$ cat src/rtl/core/pfr_pkg.sv
// Shared types and constants for the polyphase FIR resampler.
// Request payload structs, action and register codes, sequencer states.
// No dependencies.
`timescale 1ns / 1ps
`default_nettype none

package pfr_pkg;

    // Field widths fixed by the request format
    localparam int SAMPLE_W  = 16;
    localparam int ACC_W     = 32;
    localparam int FRAC_BITS = 15;
    localparam int PHASE_W   = 9;
    localparam int WPOS_W    = 5;
    localparam int TAPS_W    = 6;
    localparam int L_W       = 7;
    localparam int M_W       = 9;
    localparam int G_W       = 3;
    localparam int CFG_DW    = 9;
    localparam int CFG_IW    = 2;
    localparam int MAX_L     = 64;
    localparam int MAX_M     = 256;
    localparam int MAX_G     = 4;

    // Action codes
    localparam logic [1:0] ACT_PUSH  = 2'd0;
    localparam logic [1:0] ACT_COEF  = 2'd1;
    localparam logic [1:0] ACT_CLEAR = 2'd2;

    // Register indexes
    localparam logic [CFG_IW-1:0] CFG_INTERP = 2'd0;
    localparam logic [CFG_IW-1:0] CFG_DECIM  = 2'd1;
    localparam logic [CFG_IW-1:0] CFG_GROUPS = 2'd2;

    typedef struct packed {
        logic [1:0]                 action;
        logic signed [SAMPLE_W-1:0] sample_in;
        logic [5:0]                 coef_phase;
        logic [4:0]                 coef_tap;
        logic signed [SAMPLE_W-1:0] coef_value;
    } t_in_item;

    typedef struct packed {
        logic signed [SAMPLE_W-1:0] sample_out;
        logic                       last_of_run;
    } t_out_item;

    // Control from the sequencer to the multiply-accumulate unit
    typedef struct packed {
        logic clear;
        logic issue;
    } t_mac_ctl;

    typedef enum logic [2:0] {
        S_IDLE,
        S_MOD,
        S_CHECK,
        S_MAC,
        S_DRAIN,
        S_OUT,
        S_STORE
    } t_seq_state;

endpackage

`default_nettype wire

$ cat src/rtl/core/pfr_mac.sv
// Shared multiply-accumulate unit: registered product, 32-bit wrapping sum.
// Depends on pfr_pkg.
`timescale 1ns / 1ps
`default_nettype none

module pfr_mac (
    input  wire logic                          i_clk,
    input  wire logic                          i_rst_n,
    input  wire pfr_pkg::t_mac_ctl             i_ctl,
    input  wire logic signed [pfr_pkg::SAMPLE_W-1:0] i_coef,
    input  wire logic signed [pfr_pkg::SAMPLE_W-1:0] i_sample,
    output logic        [pfr_pkg::ACC_W-1:0]   o_acc,
    output logic                               o_busy
);

    logic                              r_v1;
    logic                              r_v2;
    logic signed [pfr_pkg::ACC_W-1:0]  r_prod;
    logic        [pfr_pkg::ACC_W-1:0]  r_acc;

    // Track read data and product through the pipeline
    always_ff @(posedge i_clk) begin
        if (!i_rst_n) begin
            r_v1 <= 1'b0;
            r_v2 <= 1'b0;
        end else begin
            r_v1 <= i_ctl.issue;
            r_v2 <= r_v1;
        end
    end

    // Multiply, then accumulate with wrap
    always_ff @(posedge i_clk) begin
        if (r_v1) begin
            r_prod <= i_coef * i_sample;
        end
        if (i_ctl.clear) begin
            r_acc <= '0;
        end else if (r_v2) begin
            r_acc <= r_acc + pfr_pkg::ACC_W'(r_prod);
        end
    end

    assign o_acc  = r_acc;
    assign o_busy = r_v1 | r_v2;

endmodule

`default_nettype wire

$ cat config.mk
export PLATFORM = sky130hd
export DESIGN_NAME = pfr_mac
export DESIGN_NICKNAME = d
export VERILOG_FILES = /design/src/rtl/core/pfr_pkg.sv /design/src/rtl/core/pfr_mac.sv
export SDC_FILE = /design/constraint.sdc
export NUM_CORES = 1
export LEC_CHECK = 0
export BUFFER_PORTS_ARGS = -buffer_cell sky130_fd_sc_hd__buf_2
export CORE_MARGIN = 10
export CORE_UTILIZATION = 50
export DETAILED_ROUTE_END_ITERATION = 16
export GPL_TIMING_DRIVEN = 1
export HOLD_SLACK_MARGIN = 0.15
export PLACE_DENSITY = 0.65
export RECOVER_POWER = 100
export SLEW_MARGIN = 0
export SYNTH_ARGS = -nofsm -noshare
export SYNTH_HDL_FRONTEND = slang
export SYNTH_SLANG_ARGS = --single-unit
$ cat constraint.sdc
create_clock -name i_clk -period 9.4 [get_ports i_clk]
set_clock_uncertainty 0.05 [all_clocks]
set_input_delay 2.35 -clock i_clk [delete_from_list [all_inputs] [get_ports i_clk]]
set_output_delay 2.35 -clock i_clk [all_outputs]
set_load 0.01 [all_outputs]
==> flow_summary.ini, run 1 <==
[worst_setup_path]
reg2reg_from = o_acc[0]
crit_arrival_ns = 8.65
r2r_setup_slack_ns = 6.28
crit_top_cell = fa_1
cp-end-kind = register
cp-start-kind = input port
path_class = input port to register
cp_slowest_cell = clkbuf_1
crit_path_cell_trace = clkbuf_1 -> nand2_1 -> fa_1 -> fa_1 -> fa_1 -> fa_1 -> inv_1 -> fa_1 -> inv_1 -> fa_1 -> inv_1 -> ha_1 -> a21o_1 -> a21o_1 -> a21o_2 -> a21oi_1 -> a21oi_1 -> o31ai_2 -> a31oi_1 -> a21o_1 -> a311oi_1
cpPeakStageDelay_ns = 0.54
cp.required_ns = 9.51
reg2regPathDepth = 11
r2r-end = o_acc[18]
path_max_fanout = 16

[synth]
synth_flop_cell = dfxtp_1
synth_warnings = 0
ys_seq_elements = 66
synth_area_leaders = fa_1, ha_1, inv_1, edfxtp_1, and2_1
synthArstFlopShare = 0
synth_cell_types = 60
syn_area_um2 = 13600
syn_avg_cell_area_um2 = 9.23
ys_seq_area_frac = 0.121
syn_nets = 1887
synth_largest_area_cell = fa_1
synth_edf_count = 32
synth_top_area_frac = 0.387
synthCells = 1475

[floorplan]
core_um2 = 26900
initial_core_util = 0.507
die-height_um = 185
die_area_um2 = 34200
boundaryPins = 69
core.rowCount = 60
dieWidth_um = 185

[clock_network]
path_clk_slew_ns = 0.05
htree_levels = 3
cts_resized = 0
cts.root.buffer_cell = clkbuf_16
clock_latency_ns = 0.34
hold_buffers = 0
cts_buffers = 9
cts_tree = yes
clock-sinks = 66
ctsLongestPathBuffers = 2
postCtsSetupBuffers = 0

[hold_path]
hold_depth = 2
min_path_type = register to register
worstHoldEndpoint = o_acc[28]
hold_start = o_acc[28]

[finish]
diodes = 0
stdcell_count = 1860
final_cell_mix = inv_1, fa_1, nand2_1
layout.nets = 1926
area_delta_synth_final_pct = 6.58
final_common_cell = inv_1
final_design_area_no_fill_um2 = 14500
drive_gt1_frac = 0.0395

[routing]
routed-via-count = 9593
drt-vias-per-instance = 5.16
drt-total-wl_mm = 30.3
routedWlPerCell_um = 16.3
final_antenna_net_count = 0
drc_errors = 0
first_pass_iters = 5
drt_iter0_drc = 632

[run_status]
violations = max-capacitance violations, max-slew violations
outcome = finished with violations

[place]
gp_congestion = 0.863
dp_cells = 1844
portBuffers = 68
placed_cell_area_um2 = 14200
detailed_place_hpwl_mm = 25.3

[timing]
worstMarginPinSlew_ns = 1.73
drv_slew = 76
setup_tns_ns = 0
fin_crit_sh = 0.909
setup_viol_count_final = 0
slew_headroom = -0.152
rsz0062_at_grt = false
period_minus_slack_ns = 8.54
hold_violations = 0
fmax_mhz = 117

[grt]
grt_max_degree = 50
antenna_found_initial = 0
first_global_vias = 10100
grt_usage = 0.184
grt_overflow = 0
grt_pass1_wl_mm = 51.0

[job]
maxCapViolations = 2
## through the flow
stage | hold WS [ns] | setup slack [ns] | util
finish | 0.441 | 0.857 | 0.540
global route | 0.478 | 0.542 | 0.540
CTS | 0.437 | 1.32 | 0.542
detailed placement | 0.430 | 0.951 | 0.530
global placement | 0.415 | 1.07 | 0.530
floorplan | 0.440 | 1.35 | -
## critical path, delay by kind of cell
| kind | cells | cell delay [ns] |
|---|---|---|
| fa+ha+maj | 7 | 3.35 |
| compound gates | 9 | 2.06 |
| buf+inv | 4 | 0.70 |
| simple gates | 1 | 0.20 |
## synth_stat cells (2+ instances only)
cell and n:
nor2b_1 3, nand2b_1 16, a31oi_1 7, nand2_1 149
a21oi_2 2, clkbuf_1 41, and2_1 126, fa_1 263
a211oi_1 7, a221o_1 2, nor3b_1 5, a311oi_1 2
o21ai_0 26, mux2i_1 19, o311ai_0 2, o21a_1 13
mux2_2 2, nand3_1 12, a21oi_1 41, o22ai_1 4
edfxtp_1 32, o211ai_1 6, a211o_1 2, dfxtp_1 34
nor2_1 61, xor2_1 16, o21ai_1 5, o221ai_1 3
xnor2_1 40, nand4_1 3, ha_1 113, inv_1 336
o21bai_1 6, and3_1 8, o31ai_1 3, or3_1 7
a21o_1 26, o2111ai_1 3, nor3_1 4, nor4_1 2
nand3b_1 3, a22o_1 2
## layout make-up
cell class,instances,area (µm²)
fill,2442,12400
multi-input combinational,1031,10500
timing repair buffer,70,307
inverter,336,1260
clock inverter,7,101
tap,341,427
sequential,66,1640
clock buffer,9,225
## sequential cells by signal, indices dropped and copies added, names as in the netlist
name / flops
o_acc: 32
r_prod: 32
r_v1: 1
r_v2: 1
## logic make-up (layout without fill, tap and decap cells)
| group | Yosys count | in the layout | share of synthesized area |
|---|---|---|---|
| AND/OR/NAND/NOR | 405 | 405 | 0.148 |
| buffers and inverters | 378 | 422 | 0.104 |
| adder cells (fa/ha/maj) | 376 | 376 | 0.491 |
| AO/OA/AOI/OAI | 173 | 173 | 0.0851 |
| flip-flops | 66 | 66 | 0.121 |
| XOR/XNOR | 56 | 56 | 0.0360 |
| multiplexers | 21 | 21 | 0.0156 |
## per-layer routing
| layer | track usage | routed length (µm) | vias to the layer above |
|---|---|---|---|
| met1 | 0.277 | 15700 | 4660 |
| met4 | 0.0306 | 138 | 0 |
| met5 | 0 | 0 | - |
| li1 | - | - | 4636 |
| met3 | 0.0339 | 1970 | 13 |
| met2 | 0.272 | 12600 | 284 |
## worst max path at each step
stage,from,endpoint
after floorplan,i_coef[11],r_prod[27]
after global placement,i_coef[8],r_prod[27]
after detailed placement,i_coef[8],r_prod[31]
after CTS,i_coef[8],r_prod[31]
after global routing,i_coef[8],r_prod[31]
final,i_coef[8],r_prod[31]
Power of run 1 is left out: the tool's default activity adds up to more than one toggle a clock period on the data nets, which glitch-free logic cannot reach.
==> run 2, diff against run 1 <==
- BUFFER_PORTS_ARGS: -buffer_cell sky130_fd_sc_hd__buf_2 -> default
- DONT_BUFFER_PORTS: default -> 1
- PLACE_DENSITY: 0.65 -> 0.63
==> flow_summary.ini, run 2 (synthesized netlist as in run 1, its figures left out) <==
[worst_setup_path]
path_max_fanout = 16
crit_path_cell_trace = and2_0 -> fa_1 -> inv_1 -> fa_1 -> fa_1 -> inv_1 -> fa_1 -> fa_1 -> inv_1 -> fa_1 -> inv_1 -> ha_1 -> a21o_1 -> a21o_1 -> a21o_2 -> a21oi_1 -> a21oi_1 -> o31ai_1 -> a31oi_1 -> a21o_1 -> a311oi_1
r2r_setup_slack_ns = 6.15
cp_slowest_cell = fa_1
cp.required_ns = 9.50
cp-end-kind = register
reg2regPathDepth = 10
path_class = input port to register
r2r-end = o_acc[31]
crit_top_cell = fa_1
cp-start-kind = input port
reg2reg_from = o_acc[1]
cpPeakStageDelay_ns = 0.53
crit_arrival_ns = 8.13

[timing]
worstMarginPinSlew_ns = 1.62
setup_viol_count_final = 0
fin_crit_sh = 0.854
period_minus_slack_ns = 8.03
fmax_mhz = 125
slew_headroom = -0.0795
drv_slew = 35
hold_violations = 0
rsz0062_at_grt = false
setup_tns_ns = 0

[finish]
final_design_area_no_fill_um2 = 14200
utilization = 0.527
fill_cells = 2509
layout.nets = 1858
diodes = 0
area_delta_synth_final_pct = 4.10
final_cell_mix = inv_1, fa_1, nand2_1
drive_gt1_frac = 0.0172
stdcell_count = 1792
final_common_cell = inv_1

[clock_network]
ctsLongestPathBuffers = 2
hold_buffers = 0
htree_levels = 3
clock_latency_ns = 0.33
cts_buffers = 9
cts.root.buffer_cell = clkbuf_16
cts_resized = 0
postCtsSetupBuffers = 0
clock-sinks = 66
cts_tree = yes
path_clk_slew_ns = 0.05

[floorplan]
die_area_um2 = 34200
die-height_um = 185
boundaryPins = 69
initial_core_util = 0.507
core_um2 = 26900
core.rowCount = 60
dieWidth_um = 185

[job]
maxCapViolations = 1

[hold_path]
worstHoldEndpoint = o_acc[28]
hold_depth = 2
hold_start = o_acc[28]
min_path_type = register to register

[grt]
antenna_found_initial = 0
first_global_vias = 9973
grt_overflow = 0
grt_usage = 0.190
grt_pass1_wl_mm = 52.3
grt_max_degree = 50

[routing]
drt_iter0_drc = 583
drc_errors = 0
routed-via-count = 9406
drt-vias-per-instance = 5.25
final_antenna_net_count = 0
first_pass_iters = 5
drt-total-wl_mm = 31.1
routedWlPerCell_um = 17.3

[run_status]
violations = max-capacitance violations, max-slew violations
outcome = finished with violations

[place]
portBuffers = 0
detailed_place_hpwl_mm = 26.0
gp_congestion = 0.898
dp_cells = 1776
placed_cell_area_um2 = 13900
==> run 2: worst max-delay path by stage <==
| stage | from | endpoint | slack, ns |
|---|---|---|---|
| 3_5_place_dp | i_coef[8] | r_prod[27] | 1.27 |
| 5_1_grt | i_coef[8] | r_prod[31] | 0.98 |
| 2_1_floorplan | i_coef[11] | r_prod[27] | 1.35 |
| 3_3_place_gp | i_coef[8] | r_prod[27] | 1.35 |
| 6_report | i_coef[8] | r_prod[31] | 1.37 |
| 4_1_cts | i_coef[8] | r_prod[31] | 1.65 |
==> run 2: cell type report <==
type	count	area (µm²)	share of cell area
multi-input cells	1031	10500	0.743
flip-flops and latches	66	1640	0.116
inverters	336	1260	0.0890
well taps	341	427	0.0301
clock buffers	9	225	0.0159
clock inverters	7	70.1	0.00494
repair buffers	2	11.3	0.000795
==> run 2: metal layers <==
layer | vias to the layer above | part of all wire | GRT usage
met2 | 276 | 0.42 | 0.282
met1 | 4626 | 0.49 | 0.285
li1 | 4486 | - | -
met5 | - | 0 | 0
met4 | 0 | 0.0068 | 0.0312
met3 | 18 | 0.080 | 0.0376
==> run 2: worst max-delay path, delay by kind of cell <==
kind / cells / cell delay [ns]
buf+inv: 4 / 0.20
simple gates: 1 / 0.16
compound gates: 9 / 2.12
fa+ha+maj: 7 / 3.32
==> run 2: through the flow <==
stage               hold WS [ns]  setup WS, ns
CTS                        0.493          1.65
global route               0.534         0.983
global placement           0.476          1.35
floorplan                  0.440          1.35
detailed placement         0.486          1.27
finish                     0.488          1.37
Power of run 2 is left out for the same reason.
