==> config.mk <==
export PLATFORM = sky130hd
export DESIGN_NAME = pfr_ram
export DESIGN_NICKNAME = d
export VERILOG_FILES = /design/src/rtl/core/pfr_ram.sv
export SDC_FILE = /design/constraint.sdc
export NUM_CORES = 1
export LEC_CHECK = 0
export ABC_AREA = 0
export BUFFER_PORTS_ARGS = -buffer_cell sky130_fd_sc_hd__buf_2
export CAP_MARGIN = 20
export CELL_PAD_IN_SITES_DETAIL_PLACEMENT = 0
export CELL_PAD_IN_SITES_GLOBAL_PLACEMENT = 2
export CORE_MARGIN = 10
export CORE_UTILIZATION = 35
export CTS_CLUSTER_DIAMETER = 50
export DETAILED_ROUTE_END_ITERATION = 8
export PLACE_DENSITY = 0.64
export SYNTH_ARGS = -nofsm -noshare
export SYNTH_HDL_FRONTEND = slang
export SYNTH_SLANG_ARGS = --single-unit
export TNS_END_PERCENT = 50
==> constraint.sdc <==
create_clock -name i_clk -period 2.3 [get_ports i_clk]
set_clock_uncertainty 0.15 [all_clocks]
set_input_delay 0.23 -clock i_clk [delete_from_list [all_inputs] [get_ports i_clk]]
set_output_delay 0.23 -clock i_clk [all_outputs]
set_load 0.02 [all_outputs]
==> src/rtl/core/pfr_ram.sv <==
// Generic simple dual-port RAM: one write port, one read port, registered read.
// Used for the coefficient store and the delay line. No dependencies.
`timescale 1ns / 1ps
`default_nettype none

module pfr_ram #(
    parameter int WIDTH = 16,
    parameter int DEPTH = 32,
    localparam int AW = (DEPTH > 1) ? $clog2(DEPTH) : 1
) (
    input  wire logic             i_clk,
    input  wire logic             i_we,
    input  wire logic [AW-1:0]    i_waddr,
    input  wire logic [WIDTH-1:0] i_wdata,
    input  wire logic [AW-1:0]    i_raddr,
    output logic      [WIDTH-1:0] o_rdata
);

    logic [WIDTH-1:0] r_mem [DEPTH];
    logic [WIDTH-1:0] r_rdata;

    // Write and registered read
    always_ff @(posedge i_clk) begin
        if (i_we) begin
            r_mem[i_waddr] <= i_wdata;
        end
        r_rdata <= r_mem[i_raddr];
    end

    assign o_rdata = r_rdata;

endmodule

`default_nettype wire

==> flow_summary.ini, run 1 <==
[run_status]
status = finished clean

[global_route]
grt_max_degree = 49
antenna_found_initial = 4
first_global_vias = 10750
grtUsageTotal = 0.1411
grt_pass1_wl_mm = 73.48
overflow = 0

[floorplanning]
row_count = 88
core_mm2 = 0.05792
initial_core_util = 0.3546
die_h_um = 262.2
io_pins = 44
dieWidth_um = 262.2
dieArea_mm2 = 0.06876

[synth]
ys.flop_type = edfxtp_1
synth-seq-area-share = 0.7643
yosysMostFrequentCell = edfxtp_1
ys_top_cells_by_count = edfxtp_1, mux2i_1, a22oi_1
yosys.area.top_type = edfxtp_1
synth_area_leaders = edfxtp_1, mux2i_1, a22oi_1
synth_warnings = 0
syn_area_mm2 = 0.02054
ys_types = 26
avgSynthCellArea_um2 = 17.97
synthesis.nets = 1171
synth-seq-cells = 528
async_flop_share = 0
synth_edf_count = 512
synth_top_area_share = 0.7487
synthCells = 1143

[clocking]
cts_buffers = 57
root_buffer = clkbuf_16
cts_tree = yes
cts_setup_buffers = 0
cts_hold_repair.buffers = 5
clk_path_buf_depth = 3
cts.sinks = 528
path_clk_slew_ns = 0.06
ctsHtreeMaxLevel = 2
clk_latency_ns = 0.61
cts-resized-gates = 0

[setup_path]
cpPeakStageDelay_ns = 0.55
reg2reg_depth = 5
r2r_slack_ns = 0.64
cp_max_fo = 20
cp_top_family = buffers and inverters
crit_top_cell = buf_12
cp_cell_sequence = buf_8 > buf_12 > buf_12 > buf_12 > mux2i_1 > a22oi_1 > nand4_1 > dlygate4sd3_1 > nand3_1
critPathKind = input pin to register
cp-start-kind = input pin
cp.arrival_ns = 2.14
worstPathRequired_ns = 2.63
crit_slowest_cell = dlygate4sd3_1
crit_buf_inv = 5
worst-path-stages = 9
endpoint_kind = register

[timing]
maxSlewViolCount = 0
fin_crit_sh = 0.7869
whs_ns = 0.03035
hold_viol_final = 0
slew-limit-headroom = 0.5474
tightest_slew_ns = 0.6790
setup_viol = 0
finalCriticalPeriod_ns = 1.810
fmax_mhz = 552.5
finalSetupTns_ns = 0
rsz0062_at_grt = false

[finish]
regArea_mm2 = 0.01570
layout-drive-gt1-share = 0.1944
syn_to_final_growth_pct = 18.21
utilization = 0.4192
instances_no_fill = 2098
fill_cells = 5249
multi_input_area_mm2 = 0.004382
nets = 1311

[min_path]
hp-class = input pin to register
hold_depth = 1

[pwr]
p_per_area_mw_per_mm2 = 862.2
leakage_nw = 8.527
finalPower_mw = 20.93
max-vdd-ir-drop_v = 0.0004988

[drt]
drt-pass1-iter-count = 5
drt-total-wl_mm = 49.73
num_vias = 10600
vias_per_cell = 5.051
first_iter_violations = 701
wl_per_cell_um = 23.70
ant_nets = 0
drc_errors = 0

[placed_design]
portBuffers = 43
hpwlAfterDp_mm = 30.32
place.gp.congestion = 0.7384
placed_cells = 1984

[job]
drv_cap = 0
-- cells in the final DEF, fill, tap and decap left out, drive strengths merged --
| cell type | synthesis | final |
|---|---|---|
| a21oi | 32 | 32 |
| a22o | 32 | 32 |
| a22oi | 64 | 64 |
| a31oi | 16 | 16 |
| and2 | 1 | 1 |
| buf | 55 | 143 |
| bufinv | 0 | 5 |
| clkbuf | 12 | 79 |
| clkinv | 0 | 19 |
| clkinvlp | 0 | 1 |
| dfxtp | 16 | 16 |
| diode | 0 | 1 |
| dlygate4sd3 | 0 | 5 |
| edfxtp | 512 | 512 |
| inv | 0 | 4 |
| mux2i | 256 | 256 |
| nand2 | 33 | 33 |
| nand2b | 2 | 2 |
| nand3 | 34 | 34 |
| nand3b | 5 | 5 |
| nand4 | 16 | 16 |
| nor2 | 34 | 34 |
| nor2b | 2 | 2 |
| nor3 | 16 | 16 |
| or2 | 1 | 1 |
| or3 | 1 | 1 |
| or3b | 3 | 3 |
-- flip-flops by register name, summed over array words and instances (netlist names) --
signal,count
o_rdata,16
r_mem,512
-- cell type report --
type,instances,area share
flip-flops and latches,528,0.6465
multi-input cells,548,0.1805
clock buffers,79,0.06515
repair buffers,148,0.05670
well taps,765,0.03943
clock inverters,29,0.01160
diodes,1,0.0001031
-- metrics by stage --
step	worst slack [ns]	cell area, um2
final	0.4902	24280
after global routing	0.3877	24270
after CTS	0.5048	24270
after detailed placement	0.2280	22360
after global placement	0.2457	22360
after floorplan	0.1800	20540
-- per-layer routing --
layer,part of all wire,routed length (um),track usage
met1,0.48,23920,0.1990
met2,0.46,23090,0.2207
met3,0.037,1825,0.02433
met4,0.018,887,0.03817
met5,0.00018,9,0
-- cells by family after synthesis --
family,after synthesis,synth area share
multiplexers,256,0.1248
AND/OR/NAND/NOR,148,0.03491
AO/OA/AOI/OAI,144,0.04972
flip-flops,528,0.7643
buffers and inverters,67,0.02632
-- worst paths after layout --
kind / to / from
max: o_rdata[6] / i_raddr[0]
min: r_mem[5][0] / i_wdata[0]
max reg2reg: o_rdata[6] / r_mem[27][6]
min reg2reg: o_rdata[0] / r_mem[10][0]
-- power by group --
group	internal, mW	switching, mW	total (mW)
clock	5.36	3.63	8.99
sequential	10.7	0.0555	10.8
combinational	0.425	0.757	1.18
total	16.5	4.44	20.9
No activity file was read; power rests on OpenSTA's default activity.
==> run 2, diff against run 1 <==
- clock period: 2.3 -> 1.9 ns (I/O delays scaled with it)
==> run 2 against run 1 <==
Compared with the run above:
- total power is 21% higher
- largest power group unchanged
- highest routed layer is now met4
- global-route usage decreased by 0.39 points
- final area rose by 1.1%
- critical endpoint is now o_rdata[1]
- via count fell by 0.34%
- critical path type unchanged
==> flow_summary.ini, run 2 (synthesis results as in run 1) <==
[run_status]
status = finished clean

[drt]
num_vias = 10560
drt-pass1-iter-count = 5
drc_errors = 0
first_iter_violations = 624
wl_per_cell_um = 22.72
ant_nets = 0
vias_per_cell = 4.960
drt-total-wl_mm = 48.37

[placed_design]
portBuffers = 43
placed_cells = 2012
place.gp.congestion = 0.7474
hpwlAfterDp_mm = 31.14

[global_route]
overflow = 0
busiest_layer = met2
antenna_found_initial = 0
grt_pass1_wl_mm = 71.76
grt_max_degree = 49
grtUsageTotal = 0.1372
use_met1 = 0.1886
met3_usage = 0.02572
first_global_vias = 10910
use_met2 = 0.2223

[clocking]
ctsHtreeMaxLevel = 2
clk_latency_ns = 0.61
clk_path_buf_depth = 3
path_clk_slew_ns = 0.06
cts_tree = yes
cts_buffers = 56
cts.sinks = 528
cts-resized-gates = 0
root_buffer = clkbuf_16

[finish]
largest_register_ffs = 512
diodes = 0
nets = 1346
utilization = 0.4239
layout-drive-gt1-share = 0.2155
instances_no_fill = 2129
syn_to_final_growth_pct = 19.54
final_cell_mix = edfxtp_1, mux2i_1, buf_4, a22oi_1, clkbuf_16
layout_commonest_cell = edfxtp_1
top_register = r_mem

[timing]
fmax_mhz = 584.1
setup_viol = 0
finalCriticalPeriod_ns = 1.712
tightest_slew_ns = 0.6779
rsz0062_at_grt = false
hold_viol_final = 0
slew-limit-headroom = 0.5480
whs_ns = 0.01852
maxSlewViolCount = 0
fin_crit_sh = 0.9011

[floorplanning]
initial_core_util = 0.3546
dieArea_mm2 = 0.06876
row_count = 88
dieWidth_um = 262.2
die_h_um = 262.2
io_pins = 44
core_mm2 = 0.05792

[setup_path]
cp-start-kind = input pin
cp.arrival_ns = 2.02
cpPeakStageDelay_ns = 0.52
crit_slowest_cell = dlygate4sd3_1
endpoint_kind = register
cp_max_fo = 16
critPathKind = input pin to register
worstPathRequired_ns = 2.21
cp_cell_sequence = dlygate4sd3_1 > buf_2 > or2_1 > buf_12 > nor3_1 > buf_4 > a31oi_1 > nand3_1

[pwr]
max-vdd-ir-drop_v = 0.0008328
leakage_nw = 8.711
p_per_area_mw_per_mm2 = 1030

[job]
drv_cap = 0

[min_path]
hp-class = input pin to register
## run 2: layer usage
metal / up-vias / routed length, um / part of all wire
met4: 0 / 656 / 0.014
met5: - / 0 / 0
met3: 53 / 2052 / 0.042
met2: 199 / 22870 / 0.47
li1: 4912 / - / -
met1: 5396 / 22790 / 0.47
## run 2: through the flow
step	setup WS [ns]	TNS (ns)	power, mW	cell area, um2
after detailed placement	-0.2325	-1.650	14.73	22570
after floorplan	-0.1800	-27.36	14.02	20540
final	0.1879	0	25.28	24550
after global placement	-0.2215	-1.541	14.72	22570
after global routing	0.1396	0	26.18	24550
after CTS	0.2169	0	25.56	24550
## run 2: worst paths after layout
| path | start | to | slack [ns] | depth (start not counted) |
|---|---|---|---|---|
| worst max-delay path | i_raddr[4] | o_rdata[1] | 0.19 | 8 |
| worst min-delay path | i_wdata[3] | r_mem[26][3] | 0.02 | 1 |
| worst max register to register | r_mem[0][1] | o_rdata[1] | 0.20 | 6 |
| worst min register to register | r_mem[16][10] | o_rdata[10] | 0.45 | 4 |
## run 2: repair_timing
action,4_1_cts,5_1_grt
hold buffers,13,0
setup buffers,0,0
endpoints found under the hold margin,223,0
## run 2: area by class of cell
type                            count  area, um2
Clock buffer                       68       1538
Tap cell                          765      957.2
Multi-Input combinational cell    548       4382
Clock inverter                     36      310.3
Fill cell                        5211      33370
Timing Repair Buffer              184       1667
Sequential cell                   528      15700
## run 2: critical path, delay by kind of cell
| family | cells | cell delay (ns) |
|---|---|---|
| AND/OR/NAND/NOR | 3 | 0.41 |
| AO/OA/AOI/OAI | 1 | 0.38 |
| buffers and inverters | 4 | 1.03 |
## run 2: power breakdown
part           total (mW)  internal (mW)  switching (mW)
Sequential           13.0           13.0          0.0641
Combinational        1.47          0.544           0.922
Clock                10.8           6.41            4.39
Total                25.3           19.9            5.38
==> run 3, diff against run 2 <==
- PLACE_DENSITY: 0.64 -> unset
- PLACE_DENSITY_LB_ADDON: unset -> 0.05
- SLEW_MARGIN: unset -> 10
==> run 3 against run 2 <==
Compared with the run above:
- worst setup slack got worse by 0.14 ns
- global-route usage increased by 2.3 points
- clock power rose by 5%
- fmax down 7.6%
- critical path type unchanged
- sequential power hardly changed
- total power up 2.7%
- clock-buffer cell count up 14
- combinational power rose by 11%
- largest power group unchanged
- first-iteration DRC count grew 9.6%
- routed wire length grew 16%
- die area is the same
- register-to-register slack lost 0.07 ns
==> flow_summary.ini, run 3 (synthesis results as in run 1) <==
[setup_path]
cp_top_family = buffers and inverters
crit_slowest_cell = dlygate4sd3_1
r2r_slack_ns = 0.13
crit_top_cell = buf_4
endpoint_kind = register
cp_cell_sequence = dlygate4sd3_1 > buf_2 > or2_1 > buf_12 > nor3_1 > buf_4 > a31oi_1 > buf_4 > nand3_1
cp.arrival_ns = 2.26
cpPeakStageDelay_ns = 0.53
cp-start-kind = input pin
r2r-end = o_rdata[14]
worstPathRequired_ns = 2.31
r2r_start = r_mem[1][14]
crit_buf_inv = 5
reg2reg_depth = 7
cp_max_fo = 15
critPathKind = input pin to register

[min_path]
worstHoldEndpoint = r_mem[11][1]
hp-class = input pin to register
hold_depth = 1
min_from = i_wdata[1]

[placed_design]
dp_slack_ns = -0.3294
hpwlAfterDp_mm = 33.98
place.gp.congestion = 0.7160
placed_cells = 2011
portBuffers = 43

[timing]
fmax_mhz = 539.7
setup_viol = 0
rsz0062_at_grt = false
hold_viol_final = 0
maxSlewViolCount = 0
whs_ns = 0.01429
timing.final.ws_setup_ns = 0.04720
finalCriticalPeriod_ns = 1.853
fin_crit_sh = 0.9752
tightest_slew_ns = 0.7491
slew-limit-headroom = 0.5006

[clocking]
clk_path_buf_depth = 3
cts_setup_buffers = 0
clk_latency_ns = 0.62
cts_buffers = 61
cts-resized-gates = 0
cts.sinks = 528
ctsHtreeMaxLevel = 2
root_buffer = clkbuf_16
cts_tree = yes
path_clk_slew_ns = 0.06

[drt]
vias_per_cell = 5.029
ant_nets = 0
wl_per_cell_um = 26.30
dr_wl_met2_mm = 26.28
drt-pass1-iter-count = 7
first_iter_violations = 684
num_vias = 10770
drc_errors = 0
top_layer = met4
drt-total-wl_mm = 56.34
wl_met1_mm = 26.89
wl_met3_mm = 2.190

[pwr]
sw_frac_of_total = 0.2190
leakage_nw = 8.808
seqPwrFrac = 0.501
max-vdd-ir-drop_v = 0.0007147
p_int_mw = 20.27
pwr-share-clk = 0.436
p_sw_mw = 5.684
p_per_area_mw_per_mm2 = 1038
combPwrFrac = 0.063

[job]
drv_cap = 0

[run_status]
status = finished clean

[finish]
regArea_mm2 = 0.01570
nets = 1350
layout-drive-gt1-share = 0.2183
syn_to_final_growth_pct = 21.79
largest_register_ffs = 512
instances_no_fill = 2142
fill_cells = 5225
top_register = r_mem
multi_input_area_mm2 = 0.004398
final_cell_mix = edfxtp_1, mux2i_1, buf_4, a22oi_1, clkbuf_16
layout_commonest_cell = edfxtp_1

[floorplanning]
dieArea_mm2 = 0.06876
io_pins = 44
row_count = 88
core_mm2 = 0.05792
initial_core_util = 0.3546
die_h_um = 262.2
dieWidth_um = 262.2

[global_route]
overflow = 0
antenna_found_initial = 0
grtUsageTotal = 0.1603
grt_max_degree = 36
first_global_vias = 11150
grt_pass1_wl_mm = 81.12
-- run 3: cell types whose count changed in the layout (fill, tap and decap cells not counted), sizes merged --
cell	before	now
clkbuf	68	82
clkinv	28	25
diode	0	3
buf	171	170
bufinv	5	4
clkinvlp	1	2
-- run 3: through the flow --
stage,total power [mW],setup TNS [ns],utilization,cell area [um2]
after floorplan,14.02,-27.36,-,20540
after global placement,14.90,-1.242,0.3957,22920
after detailed placement,14.91,-1.386,0.3957,22920
after CTS,26.31,0,0.4317,25000
after global routing,26.87,0,0.4317,25000
final,25.95,0,0.4318,25010
-- run 3: how the worst max path moves through the flow --
stage	start	depth (start not counted)	endpoint	slack [ns]
after floorplan	i_waddr[1]	3	r_mem[12][0]	-0.18
after global placement	i_raddr[2]	8	o_rdata[9]	-0.34
after detailed placement	i_raddr[2]	8	o_rdata[9]	-0.33
after CTS	r_mem[7][9]	6	o_rdata[9]	0.05
after global routing	i_raddr[4]	9	o_rdata[14]	0.02
final	i_raddr[4]	9	o_rdata[14]	0.05
-- run 3: cell type report --
cell class / count / area share
antenna: 3 / 0.0003002
clock inverter: 33 / 0.01111
clock buffer: 82 / 0.06709
multi-input combinational: 548 / 0.1758
tap: 765 / 0.03827
timing repair buffer: 183 / 0.07984
sequential: 528 / 0.6275
-- run 3: worst reg2reg max path: stages, from the launching register on --
cell	delay (ns)
edfxtp_1	0.32
mux2i_1	0.06
a22o_1	0.23
nor3_1	0.46
buf_4	0.21
a31oi_1	0.05
buf_4	0.17
nand3_1	0.06
-- run 3: power by group through the flow --
| stage | Combinational [mW] | Clock [mW] | Sequential [mW] |
|---|---|---|---|
| finish | 1.63 | 11.3 | 13.0 |
| global route | 1.75 | 12.1 | 13.0 |
| CTS | 1.67 | 11.6 | 13.0 |
| detailed placement | 1.65 | 0 | 13.3 |
| global placement | 1.64 | 0 | 13.3 |
| floorplan | 0.727 | 0 | 13.3 |
-- run 3: what timing repair did --
action / 4_1_cts / 5_1_grt
hold endpoints to repair: 318 / 0
hold buffers: 13 / 0
endpoints found under the setup margin: 0 / 0
-- run 3: routing by layer --
metal  global-route usage  vias up
li1                     -     4941
met1               0.2239     5567
met2               0.2574      192
met3              0.02395       72
met4              0.04036        0
met5                    0        -
