$ cat src/rtl/core/pfr_pkg.sv
// Shared types and constants for the polyphase FIR resampler.
// Request payload structs, action and register codes, sequencer states.
// No dependencies.
`timescale 1ns / 1ps
`default_nettype none

package pfr_pkg;

    // Field widths fixed by the request format
    localparam int SAMPLE_W  = 16;
    localparam int ACC_W     = 32;
    localparam int FRAC_BITS = 15;
    localparam int PHASE_W   = 9;
    localparam int WPOS_W    = 5;
    localparam int TAPS_W    = 6;
    localparam int L_W       = 7;
    localparam int M_W       = 9;
    localparam int G_W       = 3;
    localparam int CFG_DW    = 9;
    localparam int CFG_IW    = 2;
    localparam int MAX_L     = 64;
    localparam int MAX_M     = 256;
    localparam int MAX_G     = 4;

    // Action codes
    localparam logic [1:0] ACT_PUSH  = 2'd0;
    localparam logic [1:0] ACT_COEF  = 2'd1;
    localparam logic [1:0] ACT_CLEAR = 2'd2;

    // Register indexes
    localparam logic [CFG_IW-1:0] CFG_INTERP = 2'd0;
    localparam logic [CFG_IW-1:0] CFG_DECIM  = 2'd1;
    localparam logic [CFG_IW-1:0] CFG_GROUPS = 2'd2;

    typedef struct packed {
        logic [1:0]                 action;
        logic signed [SAMPLE_W-1:0] sample_in;
        logic [5:0]                 coef_phase;
        logic [4:0]                 coef_tap;
        logic signed [SAMPLE_W-1:0] coef_value;
    } t_in_item;

    typedef struct packed {
        logic signed [SAMPLE_W-1:0] sample_out;
        logic                       last_of_run;
    } t_out_item;

    // Control from the sequencer to the multiply-accumulate unit
    typedef struct packed {
        logic clear;
        logic issue;
    } t_mac_ctl;

    typedef enum logic [2:0] {
        S_IDLE,
        S_MOD,
        S_CHECK,
        S_MAC,
        S_DRAIN,
        S_OUT,
        S_STORE
    } t_seq_state;

endpackage

`default_nettype wire

$ cat src/rtl/core/pfr_seq.sv
// Sequencer: walks the phases of one push request, drives tap addresses,
// the shared multiply-accumulate unit and the result load. Depends on pfr_pkg.
`timescale 1ns / 1ps
`default_nettype none

module pfr_seq #(
    parameter int MAX_PHASES = 64,
    parameter int MAX_TAPS   = 32,
    localparam int CA_W = $clog2(MAX_PHASES * MAX_TAPS)
) (
    input  wire logic                           i_clk,
    input  wire logic                           i_rst_n,
    input  wire logic                           i_accept,
    input  wire logic [1:0]                     i_action,
    input  wire logic [pfr_pkg::SAMPLE_W-1:0]   i_sample,
    input  wire logic [pfr_pkg::L_W-1:0]        i_l,
    input  wire logic [pfr_pkg::M_W-1:0]        i_m,
    input  wire logic [pfr_pkg::TAPS_W-1:0]     i_taps,
    input  wire logic                           i_mac_busy,
    input  wire logic                           i_out_free,
    output logic                                o_busy,
    output logic [pfr_pkg::WPOS_W-1:0]          o_dl_raddr,
    output logic [CA_W-1:0]                     o_coef_raddr,
    output logic                                o_dl_we,
    output logic [pfr_pkg::WPOS_W-1:0]          o_dl_waddr,
    output logic [pfr_pkg::SAMPLE_W-1:0]        o_dl_wdata,
    output pfr_pkg::t_mac_ctl                   o_mac,
    output logic                                o_out_load,
    output logic                                o_out_last
);

    pfr_pkg::t_seq_state               r_state, n_state;
    logic [pfr_pkg::WPOS_W-1:0]        r_wpos, n_wpos;
    logic [pfr_pkg::WPOS_W-1:0]        r_pos, n_pos;
    logic [pfr_pkg::WPOS_W-1:0]        r_didx, n_didx;
    logic [pfr_pkg::PHASE_W-1:0]       r_phase, n_phase;
    logic [pfr_pkg::TAPS_W-1:0]        r_k, n_k;
    logic [CA_W-1:0]                   r_cbase, n_cbase;
    logic [pfr_pkg::SAMPLE_W-1:0]      r_sample, n_sample;

    logic [pfr_pkg::PHASE_W-1:0]       phase_next;
    logic [pfr_pkg::PHASE_W-1:0]       l_ext;
    logic [pfr_pkg::WPOS_W-1:0]        taps_m1;
    logic [pfr_pkg::TAPS_W-1:0]        pos_ext;
    logic [pfr_pkg::TAPS_W-1:0]        pos_inc;

    assign l_ext      = pfr_pkg::PHASE_W'(i_l);
    assign phase_next = r_phase + pfr_pkg::PHASE_W'(i_m);
    assign taps_m1    = pfr_pkg::WPOS_W'(i_taps - pfr_pkg::TAPS_W'(1));
    assign pos_ext    = pfr_pkg::TAPS_W'(r_pos);
    assign pos_inc    = pos_ext + pfr_pkg::TAPS_W'(1);

    // State and datapath registers
    always_ff @(posedge i_clk) begin
        if (!i_rst_n) begin
            r_state <= pfr_pkg::S_IDLE;
            r_wpos  <= '0;
            r_phase <= '0;
        end else begin
            r_state <= n_state;
            r_wpos  <= n_wpos;
            r_phase <= n_phase;
        end
    end

    always_ff @(posedge i_clk) begin
        r_pos    <= n_pos;
        r_didx   <= n_didx;
        r_k      <= n_k;
        r_cbase  <= n_cbase;
        r_sample <= n_sample;
    end

    // Next state and outputs
    always_comb begin
        n_state      = r_state;
        n_wpos       = r_wpos;
        n_pos        = r_pos;
        n_didx       = r_didx;
        n_phase      = r_phase;
        n_k          = r_k;
        n_cbase      = r_cbase;
        n_sample     = r_sample;
        o_busy       = 1'b1;
        o_dl_we      = 1'b0;
        o_mac        = '0;
        o_out_load   = 1'b0;
        o_out_last   = 1'b0;

        unique case (r_state)
            pfr_pkg::S_IDLE: begin
                o_busy = 1'b0;
                if (i_accept) begin
                    if (i_action == pfr_pkg::ACT_PUSH) begin
                        n_sample = i_sample;
                        n_pos    = r_wpos;
                        n_state  = pfr_pkg::S_MOD;
                    end else if (i_action == pfr_pkg::ACT_CLEAR) begin
                        n_wpos  = '0;
                        n_phase = '0;
                    end
                end
            end
            // Reduce the write position below the taps in use
            pfr_pkg::S_MOD: begin
                if (pos_ext >= i_taps) begin
                    n_pos = pfr_pkg::WPOS_W'(pos_ext - i_taps);
                end else begin
                    n_state = pfr_pkg::S_CHECK;
                end
            end
            // Start one output or finish the push
            pfr_pkg::S_CHECK: begin
                if (r_phase < l_ext) begin
                    n_cbase   = CA_W'(int'(r_phase) * MAX_TAPS);
                    n_k       = '0;
                    n_didx    = (r_pos == '0) ? taps_m1 : r_pos - pfr_pkg::WPOS_W'(1);
                    o_mac.clear = 1'b1;
                    n_state   = pfr_pkg::S_MAC;
                end else begin
                    n_state = pfr_pkg::S_STORE;
                end
            end
            // Issue one tap per cycle, newest sample first
            pfr_pkg::S_MAC: begin
                o_mac.issue = 1'b1;
                n_k    = r_k + pfr_pkg::TAPS_W'(1);
                n_didx = (r_didx == '0) ? taps_m1 : r_didx - pfr_pkg::WPOS_W'(1);
                if (r_k == pfr_pkg::TAPS_W'(taps_m1)) begin
                    n_state = pfr_pkg::S_DRAIN;
                end
            end
            pfr_pkg::S_DRAIN: begin
                if (!i_mac_busy) begin
                    n_state = pfr_pkg::S_OUT;
                end
            end
            // Hand the result to the output register, advance the phase
            pfr_pkg::S_OUT: begin
                if (i_out_free) begin
                    o_out_load = 1'b1;
                    o_out_last = (phase_next >= l_ext);
                    n_phase    = phase_next;
                    n_state    = pfr_pkg::S_CHECK;
                end
            end
            // Store the sample, step the write position, drop L from the phase
            pfr_pkg::S_STORE: begin
                o_dl_we = 1'b1;
                n_wpos  = (pos_inc == i_taps) ? '0 : pfr_pkg::WPOS_W'(pos_inc);
                n_phase = r_phase - l_ext;
                n_state = pfr_pkg::S_IDLE;
            end
            default: begin
                n_state = pfr_pkg::S_IDLE;
            end
        endcase
    end

    assign o_dl_raddr   = r_didx;
    assign o_coef_raddr = r_cbase + CA_W'(r_k);
    assign o_dl_waddr   = r_pos;
    assign o_dl_wdata   = r_sample;

endmodule

`default_nettype wire

$ cat config.mk
export PLATFORM = sky130hd
export DESIGN_NAME = pfr_seq
export DESIGN_NICKNAME = d
export VERILOG_FILES = /design/src/rtl/core/pfr_pkg.sv /design/src/rtl/core/pfr_seq.sv
export SDC_FILE = /design/constraint.sdc
export NUM_CORES = 1
export LEC_CHECK = 0
export ABC_CLOCK_PERIOD_IN_PS = 3100
export CORE_ASPECT_RATIO = 0.6
export CORE_MARGIN = 3
export CORE_UTILIZATION = 60
export CTS_CLUSTER_DIAMETER = 50
export DETAILED_ROUTE_END_ITERATION = 16
export DONT_BUFFER_PORTS = 1
export GPL_TIMING_DRIVEN = 0
export PLACE_DENSITY = 0.77
export SLEW_MARGIN = 0
export SYNTH_ARGS = -nofsm -noshare
export SYNTH_HDL_FRONTEND = slang
export SYNTH_SLANG_ARGS = --single-unit
$ cat constraint.sdc
create_clock -name i_clk -period 3.1 [get_ports i_clk]
set_clock_uncertainty 0.05 [all_clocks]
set_input_delay 0.465 -clock i_clk [delete_from_list [all_inputs] [get_ports i_clk]]
set_output_delay 0.465 -clock i_clk [all_outputs]
set_load 0.03 [all_outputs]
==> results.json, run 1 <==
{
  "vias_per_cell": 6.201,
  "ant_nets": 0,
  "critical_path.most_common_cell": "a21oi_1",
  "grt_pass1_wl_um": 14300,
  "grt_busiest_layer": "met1",
  "path_class": "reg -> out",
  "crit_path_start_kind": "register",
  "violations": "negative setup slack",
  "final_net_count": 509,
  "muxShareOfSynthArea": 0.005176,
  "relSlewSlack": 0.3342,
  "grt_pass1_vias": 2819,
  "overflow": 0,
  "p_int_mw": 1.191,
  "dpl.hpwl_um": 7426,
  "drv_slew": 0,
  "worst_slew_pin_slew_ns": 0.9920,
  "post-route-drc-count": 0,
  "outcome": "finished, violations left",
  "pwr-share-seq": 0.501,
  "cts_root_buf": "clkbuf_8",
  "clk_pin_slew_ns": 0.10,
  "yosysUniqueCellTypes": 50,
  "drt-total-wl_um": 9359,
  "syn_nets": 494,
  "maxCapViolCount": 0,
  "use_met2": 0.3579,
  "port-buffer-count": 0,
  "synthAdderAreaFrac": 0.1255,
  "io_pins": 88,
  "syn_avg_cell_area_um2": 9.387,
  "synth_top_cell_area_share": 0.2951,
  "num_rows": 21,
  "p_leak_nw": 1.703,
  "worst-path-buf-inv": 1,
  "fin_setup_tns_ns": -0.1283,
  "cts_tree": "done",
  "synth-xor-area-share": 0.09285,
  "met1_usage": 0.3936,
  "fin_crit_sh": 1.041,
  "stdcell_count": 508,
  "drive_gt1_frac": 0.1098,
  "hp-class": "in -> reg",
  "cts_sinks": 55,
  "synthSimpleGateAreaFrac": 0.1504,
  "die_area_mm2": 0.007477,
  "worst_path_max_delay_cell": "dfxtp_2",
  "synthFlopType": "edfxtp_1",
  "synth-seq-cells": 55,
  "synth_edf_count": 38,
  "cts_made_buffers": 5,
  "synth_compound_area_frac": 0.1896,
  "cp-end-kind": "output pin",
  "drt_iter0_markers": 209,
  "synth_area_mm2": 0.003867,
  "insertion_delay_ns": 0.31,
  "cp.required_ns": 2.58,
  "clockBufferDepth": 2,
  "n_fill_cell": 449,
  "grt_util_met3": 0.05372,
  "synthCells": 412,
  "dp_cells": 492,
  "seqCellArea_mm2": 0.001485,
  "cpLargestDelayFamily": "compound AO/OA/AOI/OAI gates",
  "initial_core_util": 0.6571,
  "htreeDepth": 2,
  "rsz0062_at_grt": "true",
  "syn2layout_area_growth_pct": 8.315,
  "seq_area_frac_synth": 0.3830,
  "routedWlPerCell_um": 18.42,
  "post-synth-top-count-cell": "edfxtp_1",
  "vdd_drop_max_mv": 0.2757,
  "yosys_warnings": 0,
  "finalCriticalPeriod_ns": 3.228,
  "p_per_area_mw_per_mm2": 423.4,
  "r2r_slack_ns": 0.40,
  "setup_ws_ns": -0.1283,
  "synth_top_family_by_area": "compound AO/OA/AOI/OAI gates",
  "power_switching_mw": 0.5827,
  "antenna_found_initial": 0,
  "synth_top_cell_by_area": "edfxtp_1",
  "report.final.hold_viol_count": 0,
  "switching_share": 0.3286,
  "ys_async_sr_fraction": 0,
  "drt_pre_antenna_iters": 4,
  "antenna_cells": 0,
  "die_width_um": 109.7,
  "cp.arrival_ns": 2.71,
  "p_clk_frac": 0.230,
  "whs_ns": 0.1966,
  "grtUsageTotal": 0.2508,
  "path_max_fanout": 2,
  "multi_input_area_mm2": 0.002248,
  "hold_buffers": 0,
  "grt_max_degree": 18,
  "slowest_delay_ns": 0.37,
  "crit_chain": "ha_4 -> inv_2 -> fa_2 -> xnor2_1 -> ha_1 -> a21oi_1 -> o21ai_0 -> a21oi_1 -> o21ai_1 -> o31a_1",
  "setup_violations": 1,
  "synthTopCellsByArea": "edfxtp_1, ha_1, dfxtp_1, xnor2_1, o21ai_0",
  "place_congestion": 0.8979,
  "die_height_um": 68.19,
  "p_comb_frac": 0.269,
  "core-area_mm2": 0.005886,
  "fmax_ghz": 0.3098,
  "via_count": 3150,
  "synth.top_cells.by_count": "edfxtp_1, ha_1, inv_1, o21ai_0"
}
-- worst reg2reg max path: cells and delay by family (launching register included) --
kind / cells / cell delay [ns]
compound gates: 3 / 1.30
flops: 1 / 0.35
simple gates: 2 / 0.22
buf+inv: 2 / 0.21
fa+ha+maj: 1 / 0.21
-- state kept, by name, summed over array words and instances (netlist names) --
register    flops
o_dl_raddr      5
o_dl_waddr      5
o_dl_wdata     16
r_cbase         6
r_k             6
r_phase         9
r_state         3
r_wpos          5
-- worst paths after layout --
kind | startpoint | cells past startpoint | to
setup / recovery | r_phase[0] | 10 | o_out_last
hold reg to reg | r_wpos[4] | 2 | r_wpos[4]
hold / removal | i_sample[9] | 0 | o_dl_wdata[9]
setup reg to reg | r_phase[0] | 8 | r_k[1]
-- final cells by class --
type | count | share of cell area
Inverter | 33 | 0.02957
Clock inverter | 2 | 0.003883
Multi-Input combinational cell | 309 | 0.5367
Buffer | 15 | 0.01971
Clock buffer | 6 | 0.01732
Sequential cell | 55 | 0.3545
Timing Repair Buffer | 8 | 0.01434
Tap cell | 80 | 0.02389
-- cell families (layout without fill, tap and decap cells) --
family,Yosys count,after routing
compound gates,111,111
xor+xnor,41,41
fa+ha+maj,37,37
buf+inv,48,64
flops,55,55
mux,2,2
simple gates,118,118
-- repair_timing --
item                       in CTS  in global routing
setup endpoints to repair       1                  2
pin swaps                       4                  3
setup buffers                   8                  0
resized for setup              14                  5
-- cell usage in the layout, fill, tap and decap left out, types with 4 or more instances in the layout --
cell and n:
buf_4 14, o31ai_1 4, a31oi_1 11, xor2_1 18, edfxtp_1 38, clkbuf_1 7, o211ai_1 4, inv_1 32
o21a_1 5, xnor2_1 21, nand3_1 13, nand2b_1 11, ha_1 32, nor3_1 9, nor2_1 27, dfxtp_1 14
a211oi_1 6, o21ai_1 4, nor2b_1 8, o21ai_0 31, and3_1 5, a21oi_1 18, nand2_1 28, clkbuf_8 5
a21o_1 5
-- metrics by stage --
stage	utilization	total power, mW	cell area, µm²	setup WS [ns]
after detailed placement	0.6741	1.331	3968	-0.3050
final	0.7117	1.773	4189	-0.1283
after global routing	0.7117	1.863	4189	-0.2120
after global placement	0.6741	1.313	3968	-0.2520
after CTS	0.7085	1.765	4170	-0.1891
after floorplan	-	1.239	3867	0.1701
-- routing by layer --
| metal | wire (µm) | up-vias | share of wire |
|---|---|---|---|
| li1 | - | 1510 | - |
| met1 | 4581 | 1481 | 0.49 |
| met2 | 3781 | 149 | 0.40 |
| met3 | 949 | 10 | 0.10 |
| met4 | 46 | 0 | 0.0049 |
| met5 | 0 | - | 0 |
-- power by group through the flow --
stage	registers (mW)	clock network (mW)	logic (mW)
5_1_grt	0.893	0.444	0.527
6_report	0.888	0.408	0.477
3_3_place_gp	0.903	0	0.410
4_1_cts	0.888	0.414	0.463
3_5_place_dp	0.905	0	0.426
2_1_floorplan	0.893	0	0.346
Power figures use the tool's default switching activity.
==> inputs of run 2 (changes only) <==
PLACE_DENSITY = 0.76   (was 0.77)
==> run 2 against run 1 <==
  * The run still ends with negative setup slack left
  * Largest power group unchanged
  * Count of clock-buffer cells in the layout down 1
  * Critical path type unchanged
  * Via count up 1.8%
  * Largest cell class unchanged
  * Critical path depth up 1
==> results.json, run 2 (synthesized netlist as in run 1, its figures left out) <==
{
  "outcome": "finished, violations left",
  "violations": "negative setup slack",
  "post-route-drc-count": 0,
  "drive_gt1_frac": 0.1098,
  "cp.required_ns": 2.58,
  "via_count": 3206,
  "final_cell_mix": "edfxtp_1, ha_1, inv_1",
  "p_int_mw": 1.192,
  "vias_per_cell": 6.311,
  "grt_max_degree": 19,
  "crit_path_start_kind": "register",
  "drt_iter0_markers": 225,
  "vdd_drop_max_mv": 0.2953,
  "insertion_delay_ns": 0.32,
  "antenna_cells": 0,
  "die_width_um": 109.7,
  "final_common_cell": "edfxtp_1",
  "rsz0062_at_grt": "true",
  "p_leak_nw": 1.712,
  "cts_made_buffers": 5,
  "hold_buffers": 0,
  "slowest_delay_ns": 0.38,
  "fmax_ghz": 0.3039,
  "setup_violations": 1,
  "switching_share": 0.3365,
  "core-area_mm2": 0.005886,
  "drt_pre_antenna_iters": 5,
  "p_clk_frac": 0.237,
  "cp.arrival_ns": 2.78,
  "cts_sinks": 55,
  "io_pins": 88,
  "clk_pin_slew_ns": 0.11,
  "cts_root_buf": "clkbuf_8",
  "final_net_count": 509,
  "initial_core_util": 0.6571,
  "pwr-share-seq": 0.495,
  "syn2layout_area_growth_pct": 8.444,
  "seqCellArea_mm2": 0.001485,
  "grt_pass1_vias": 2910,
  "p_comb_frac": 0.269,
  "path_class": "reg -> out",
  "die_height_um": 68.19,
  "fin_crit_sh": 1.061,
  "relSlewSlack": 0.3045,
  "clockBufferDepth": 2,
  "setup_ws_ns": -0.1906,
  "stdcell_count": 508,
  "drt-total-wl_um": 9867,
  "finalCriticalPeriod_ns": 3.291,
  "ant_nets": 0,
  "p_per_area_mw_per_mm2": 428.5,
  "grtUsageTotal": 0.2655,
  "cts_tree": "done",
  "routedWlPerCell_um": 19.42,
  "hp-class": "in -> reg",
  "htreeDepth": 2,
  "grt_pass1_wl_um": 14990,
  "die_area_mm2": 0.007477,
  "num_rows": 21,
  "n_fill_cell": 460,
  "worst-path-buf-inv": 1,
  "cp-end-kind": "output pin",
  "largest_reg_flops": 16,
  "fin_setup_tns_ns": -0.1906,
  "crit_chain": "ha_4 -> inv_2 -> fa_2 -> nand2b_4 -> a21oi_4 -> nor3_2 -> xnor2_2 -> ha_1 -> o211ai_1 -> o21ai_1 -> o31a_1",
  "dp_cells": 492,
  "worst_slew_pin_slew_ns": 1.036,
  "overflow": 0,
  "power_switching_mw": 0.6048,
  "multi_input_area_mm2": 0.002250,
  "maxCapViolCount": 0,
  "port-buffer-count": 0,
  "drv_slew": 0,
  "place_congestion": 0.8425,
  "path_max_fanout": 2,
  "dpl.hpwl_um": 7520,
  "report.final.hold_viol_count": 0,
  "worst_path_max_delay_cell": "dfxtp_2",
  "cpLargestDelayFamily": "compound AO/OA/AOI/OAI gates",
  "antenna_found_initial": 0
}
-- run 2: metal layers --
metal	GRT usage	up-vias	wire, µm
met5	0	-	0
met4	0.05599	0	80
li1	-	1512	-
met3	0.05844	9	964
met1	0.3965	1522	4709
met2	0.3967	163	4112
-- run 2: power by group through the flow --
stage	sequential [mW]	clock, mW	combinational, mW
after floorplan	0.893	0	0.346
after global placement	0.903	0	0.412
after detailed placement	0.905	0	0.428
after CTS	0.888	0.426	0.467
after global routing	0.894	0.458	0.534
final	0.889	0.426	0.483
-- run 2: final cells by class --
type / instances / share of cell area
sequential: 55 / 0.3541
clock inverter: 3 / 0.005668
tap: 80 / 0.02387
timing repair buffer: 8 / 0.01432
inverter: 33 / 0.02953
multi-input combinational: 309 / 0.5364
buffer: 15 / 0.01969
clock buffer: 5 / 0.01641
-- run 2: what timing repair did --
action                                  CTS  global route
pin swaps                                 4             4
buffers inserted                          8             0
endpoints found under the setup margin    2             2
gates cloned                              0             0
resized for setup                        15             4
-- run 2: metrics by stage --
stage	utilization	area [µm²]	setup WS [ns]	hold WS, ns	power [mW]
after global placement	0.6741	3968	-0.2491	0.3889	1.316
after global routing	0.7126	4194	-0.2598	0.1640	1.886
after floorplan	-	3867	0.1701	0.3749	1.239
after detailed placement	0.6741	3968	-0.2775	0.3971	1.333
after CTS	0.7098	4178	-0.1773	0.1759	1.781
final	0.7126	4194	-0.1906	0.1803	1.797
-- run 2: worst paths after layout --
path	from	end	slack, ns	cells after the start
setup / recovery	r_phase[0]	o_out_last	-0.19	11
hold / removal	i_sample[10]	o_dl_wdata[10]	0.18	0
setup reg to reg	r_phase[0]	r_k[3]	0.38	8
hold reg to reg	r_wpos[2]	r_wpos[2]	0.42	2
